File: config.mk
export PLATFORM = sky130hd
export DESIGN_NAME = vtxang_front
export DESIGN_NICKNAME = d
export VERILOG_FILES = /design/src/rtl/vtxang_pkg.sv /design/src/rtl/vtxang_front.sv
export SDC_FILE = /design/constraint.sdc
export NUM_CORES = 1
export LEC_CHECK = 0
export BUFFER_PORTS_ARGS = -buffer_cell sky130_fd_sc_hd__clkbuf_2
export CAP_MARGIN = 10
export CELL_PAD_IN_SITES_DETAIL_PLACEMENT = 1
export CELL_PAD_IN_SITES_GLOBAL_PLACEMENT = 1
export CORE_AREA = 2 2 152 154
export DETAILED_ROUTE_END_ITERATION = 16
export DIE_AREA = 0 0 154 156
export PLACE_DENSITY_LB_ADDON = 0.2
export SETUP_SLACK_MARGIN = 0.05
export SYNTH_ARGS = -nofsm -noshare
export SYNTH_HDL_FRONTEND = slang
export SYNTH_SLANG_ARGS = --single-unit
export TNS_END_PERCENT = 50
File: constraint.sdc
create_clock -name clk_i -period 1.45 [get_ports clk_i]
set_input_delay 0.0725 -clock clk_i [delete_from_list [all_inputs] [get_ports clk_i]]
set_output_delay 0.0725 -clock clk_i [all_outputs]
set_load 0.02 [all_outputs]
File: src/rtl/vtxang_pkg.sv
// ----------------------------------------------------------------------------
// vtxang_pkg
// Shared constants, types and the arctangent table for the vertex angle block.
// ----------------------------------------------------------------------------
package vtxang_pkg;

  localparam int COORD_WIDTH  = 16;
  localparam int ANGLE_WIDTH  = 16;
  localparam int CORDIC_STEPS = 16;
  localparam int GUARD_BITS   = 20;

  localparam int IN_FIELDS   = 6;
  localparam int IN_DATA_W   = ((IN_FIELDS * COORD_WIDTH + 7) / 8) * 8;
  localparam int OUT_DATA_W  = ((ANGLE_WIDTH + 7) / 8) * 8;

  localparam int DIFF_W  = COORD_WIDTH + 1;
  // three spare bits cover the CORDIC gain and the sqrt(2) of the corner case
  localparam int WORK_W  = DIFF_W + GUARD_BITS + 3;
  localparam int TURN_W  = 32;
  localparam int SHIFT_W = 5;

  localparam logic [TURN_W-1:0] HALF_TURN = 32'h8000_0000;
  localparam logic [TURN_W-1:0] ROUND_ADD =
    (ANGLE_WIDTH < TURN_W) ? (TURN_W'(1) << (TURN_W - 1 - ANGLE_WIDTH)) : '0;

  typedef struct packed {
    logic                     zero;
    logic signed [WORK_W-1:0] x;
    logic signed [WORK_W-1:0] y;
    logic [TURN_W-1:0]        z;
  } vec_t;

  typedef struct packed {
    vec_t a;
    vec_t b;
  } pair_t;

  // round(atan(2^-i) / (2 pi) * 2^32)
  function automatic logic [TURN_W-1:0] atan_turns(input logic [SHIFT_W-1:0] idx);
    logic [TURN_W-1:0] r;
    case (idx)
      5'd0:    r = 32'h20000000;
      5'd1:    r = 32'h12E4051E;
      5'd2:    r = 32'h09FB385B;
      5'd3:    r = 32'h051111D4;
      5'd4:    r = 32'h028B0D43;
      5'd5:    r = 32'h0145D7E1;
      5'd6:    r = 32'h00A2F61E;
      5'd7:    r = 32'h00517C55;
      5'd8:    r = 32'h0028BE53;
      5'd9:    r = 32'h00145F2F;
      5'd10:   r = 32'h000A2F98;
      5'd11:   r = 32'h000517CC;
      5'd12:   r = 32'h00028BE6;
      5'd13:   r = 32'h000145F3;
      5'd14:   r = 32'h0000A2FA;
      5'd15:   r = 32'h0000517D;
      5'd16:   r = 32'h000028BE;
      5'd17:   r = 32'h0000145F;
      5'd18:   r = 32'h00000A30;
      5'd19:   r = 32'h00000518;
      5'd20:   r = 32'h0000028C;
      5'd21:   r = 32'h00000146;
      5'd22:   r = 32'h000000A3;
      5'd23:   r = 32'h00000051;
      5'd24:   r = 32'h00000029;
      5'd25:   r = 32'h00000014;
      5'd26:   r = 32'h0000000A;
      5'd27:   r = 32'h00000005;
      5'd28:   r = 32'h00000003;
      5'd29:   r = 32'h00000001;
      5'd30:   r = 32'h00000001;
      default: r = 32'h00000000;
    endcase
    return r;
  endfunction

endpackage

File: src/rtl/vtxang_front.sv
// ----------------------------------------------------------------------------
// vtxang_front
// Forms both arm vectors from the vertex, scales them and folds them into the
// right half plane, giving the start state of the CORDIC chain.
// ----------------------------------------------------------------------------
module vtxang_front (
  input  logic                            clk_i,
  input  logic                            rst_ni,
  input  logic                            en_i,
  input  logic                            valid_i,
  input  logic [vtxang_pkg::IN_DATA_W-1:0] data_i,
  output logic                            valid_o,
  output vtxang_pkg::pair_t               data_o
);

  localparam int CW = vtxang_pkg::COORD_WIDTH;
  localparam int DW = vtxang_pkg::DIFF_W;
  localparam int WW = vtxang_pkg::WORK_W;
  localparam int GB = vtxang_pkg::GUARD_BITS;

  logic [CW-1:0] fx, fy, vx, vy, tx, ty;
  vtxang_pkg::pair_t data_d, data_q;
  logic              valid_q;

  assign fx = data_i[0*CW +: CW];
  assign fy = data_i[1*CW +: CW];
  assign vx = data_i[2*CW +: CW];
  assign vy = data_i[3*CW +: CW];
  assign tx = data_i[4*CW +: CW];
  assign ty = data_i[5*CW +: CW];

  function automatic vtxang_pkg::vec_t start_vec(input logic [CW-1:0] px,
                                                 input logic [CW-1:0] py,
                                                 input logic [CW-1:0] cx,
                                                 input logic [CW-1:0] cy);
    logic [DW-1:0]          dx, dy;
    logic signed [WW-1:0]   sx, sy;
    vtxang_pkg::vec_t       v;
    dx = {px[CW-1], px} - {cx[CW-1], cx};
    dy = {py[CW-1], py} - {cy[CW-1], cy};
    sx = {{(WW-DW-GB){dx[DW-1]}}, dx, {GB{1'b0}}};
    sy = {{(WW-DW-GB){dy[DW-1]}}, dy, {GB{1'b0}}};
    v.zero = (dx == '0) && (dy == '0);
    if (dx[DW-1]) begin
      v.x = -sx;
      v.y = -sy;
      v.z = vtxang_pkg::HALF_TURN;
    end else begin
      v.x = sx;
      v.y = sy;
      v.z = '0;
    end
    return v;
  endfunction

  always_comb begin
    data_d.a = start_vec(fx, fy, vx, vy);
    data_d.b = start_vec(tx, ty, vx, vy);
  end

  always_ff @(posedge clk_i or negedge rst_ni) begin
    if (!rst_ni) begin
      valid_q <= 1'b0;
    end else if (en_i) begin
      valid_q <= valid_i;
    end
  end

  always_ff @(posedge clk_i) begin
    if (en_i) begin
      data_q <= data_d;
    end
  end

  assign valid_o = valid_q;
  assign data_o  = data_q;

endmodule

==> impl_metrics.toml <==
[die]
initial_core_util_pct = 39.6
die_area_um2 = 24000
chipWidth_um = 154
core_um2 = 22400
die_y_um = 156
rows = 55
ios = 327

[setup_path]
required_ns = 1.57
path_max_fanout = 4
arrival_ns = 2.89
reg2reg_slack_ns = 0.66
worstSetupPathType = "in -> reg"
startpoint_type = "input port"
end_kind = "register"

[synthesis]
yosys.cell_types.count = 87
yosysTopAreaCell = "edfxtp_1"
synth.cell_area_um2 = 8860
ys_ff_latch = 85
synth_top_area_share_pct = 28.5
netlist_instances = 977
ys.warnings.count = 0
yosys-top-cells-area = "edfxtp_1 28%, buf_4 12%, ha_1 10%"
synth_top_flop_cell = "edfxtp_1"
avgSynthCellArea_um2 = 9.06
ys_seq_area_share_pct = 28.8
synth-edff-count = 84
synthArstFlopShare_pct = 1.18

[global_route]
gr-total-overflow = 0
antenna_found_initial = 1
track_usage_pct = 27.7
grt_pass1_vias = 9879
grt_max_degree = 26
grt_first_pass_wirelength_um = 52500

[detailed_routing]
drt_drc_violations_left = 0
firstDrtPassIters = 5
detail-route-antenna-nets = 0
post_drt_wl_per_cell_um = 23.6
dr_total_vias = 9862
routed_via_density = 5.50
drt_wl_total_um = 42400
drtIter0Drc = 776

[timing]
period_share_pct = 192
finalHoldViolCount = 0
final.min_clock_period_ns = 2.78
slew_violations = 0
rsz0062_at_grt = "true"
hold_slack_ns = 0.0153
finalSetupTns_ns = -75.41
skew_ns = 0
finalWorstSetupSlack_ns = -1.33
maxSlewHeadroom_pct = 63.7
worstMarginPinSlew_ns = 0.544
setup_violations = 74
fmax_mhz = 360

[pwr]
peakVddDrop_mv = 0.598
power_frac_comb_pct = 57.1
p_per_area_nw_per_um2 = 996
pwr-share-clk_pct = 17.3
p_sw_w = 0.00589
leakage_nw = 6.53
netSwitchingFraction_pct = 41.9
power_frac_seq_pct = 25.6
p_int_w = 0.00819

[place]
preCtsSetupSlack_ns = -1.64
dpl_cell_area_um2 = 12400
place_inst = 1730
hpwlAfterDp_um = 25200
gp_congestion = 0.875
portBuffers = 184

[clock_network]
clk_latency_ns = 0.36
cts_tree = "yes"
cts_buffer_depth = 2
numCtsBuffers = 9
clk_pin_slew_ns = 0.07
cts.htree.levels = 3
clock-sinks = 85
cts_root_buf = "clkbuf_16"

[final_layout]
nets = 1679
nFillCells = 2512
most-common-layout-cells = "322 x buf_4, 171 x clkbuf_2, 148 x conb_1"
syn2layout_area_growth_pct = 59.6
stdcell_count = 1793
final_common_cell = "buf_4"
n_antenna_cell = 0
drive_gt1_share_pct = 50.7
finish.instance_area_um2 = 14100

[run_status]
status = "finished, violations left"
violations = "setup timing"

[flow_run]
drv_cap = 0

[min_path]
min_path_type = "in -> async"
## registers in the layout, indices dropped and copies added (netlist names)
register and count:
data_o 84, valid_o 1
## Yosys cell counts, drive strengths merged, types with 3 or more instances
| cell type | count |
|---|---|
| buf | 151 |
| edfxtp | 84 |
| ha | 72 |
| xnor2 | 68 |
| inv | 62 |
| nor2 | 62 |
| a21oi | 55 |
| nand2 | 50 |
| o21ai | 47 |
| xor2 | 29 |
| nand3 | 22 |
| o21a | 20 |
| clkbuf | 16 |
| a21o | 15 |
| nor3 | 15 |
| or3 | 15 |
| o31ai | 13 |
| a211oi | 12 |
| a31oi | 12 |
| nand2b | 12 |
| and2 | 10 |
| nor4 | 9 |
| and3 | 8 |
| nor2b | 8 |
| nand4 | 7 |
| o2111ai | 7 |
| o211ai | 7 |
| nor3b | 5 |
| o22ai | 5 |
| o311ai | 5 |
| o31a | 5 |
| or2 | 5 |
| fa | 4 |
| o21bai | 4 |
| or3b | 4 |
| a221oi | 3 |
| o211a | 3 |
| o311a | 3 |
| or4 | 3 |
## layer usage
layer | track usage, % | up-vias | wire (µm)
met5 | 0 | - | 18
met4 | 11.4 | 2 | 1820
met3 | 3.22 | 140 | 2580
met2 | 51.3 | 551 | 22100
met1 | 32.4 | 4879 | 15900
li1 | - | 4290 | -
## what timing repair did
item,4_1_cts,5_1_grt
endpoints found under the setup margin,74,74
endpoints found under the hold margin,2,0
gates cloned,0,2
gates resized for setup,122,101
hold buffers,2,0
pin swaps,63,47
buffers inserted,30,20
## kinds of logic after synthesis
logic type	synth area share, %
adder cells (fa/ha/maj)	11.1
XOR/XNOR	9.59
buffers and inverters	16.3
other	0.0423
AND/OR/NAND/NOR	15.0
flip-flops	28.8
multiplexers	0.240
AO/OA/AOI/OAI	19.0
## through the flow
stage / utilization (%) / power, W
finish: 63.2 / 0.0141
global route: 63.2 / 0.0145
CTS: 60.4 / 0.0130
detailed placement: 55.4 / 0.0101
global placement: 55.4 / 0.00982
floorplan: - / 0.00757
## power by group through the flow
stage,logic (W),clock network (W),registers [W]
after global routing,0.00840,0.00251,0.00364
final,0.00804,0.00244,0.00360
after floorplan,0.00335,0,0.00422
after CTS,0.00700,0.00240,0.00360
after global placement,0.00620,0,0.00361
after detailed placement,0.00645,0,0.00364
## area by class of cell
| cell class | count | area, µm² | area share [%] |
|---|---|---|---|
| Timing Repair Buffer | 535 | 3880 | 27.4 |
| Inverter | 62 | 320 | 2.27 |
| Multi-Input combinational cell | 810 | 6740 | 47.7 |
| Sequential cell | 85 | 2550 | 18.0 |
| Tap cell | 285 | 357 | 2.52 |
| Clock buffer | 9 | 225 | 1.59 |
| Clock inverter | 7 | 66.3 | 0.469 |
## final timing paths
| kind | to | startpoint | cells after the start |
|---|---|---|---|
| worst max-delay path | data_o[108] | data_i[64] | 14 |
| worst min-delay path | valid_o | rst_ni | 2 |
| worst max register to register | valid_o | valid_o | 1 |
| worst min register to register | valid_o | valid_o | 1 |
| max in group asynchronous | valid_o | rst_ni | 2 |
| min in group clk_i | data_o[95] | en_i | 1 |
## worst max-delay path: stages
cell	delay, ns
clkbuf_16	0.12
inv_12	0.03
ha_4	0.15
buf_6	0.11
fa_2	0.34
nand2b_4	0.18
a21oi_4	0.19
o211ai_1	0.18
nand2_1	0.22
nor4_1	0.09
a311oi_1	0.49
and4bb_1	0.30
ha_2	0.29
and2_4	0.13
(Power assumes the default switching activity.)
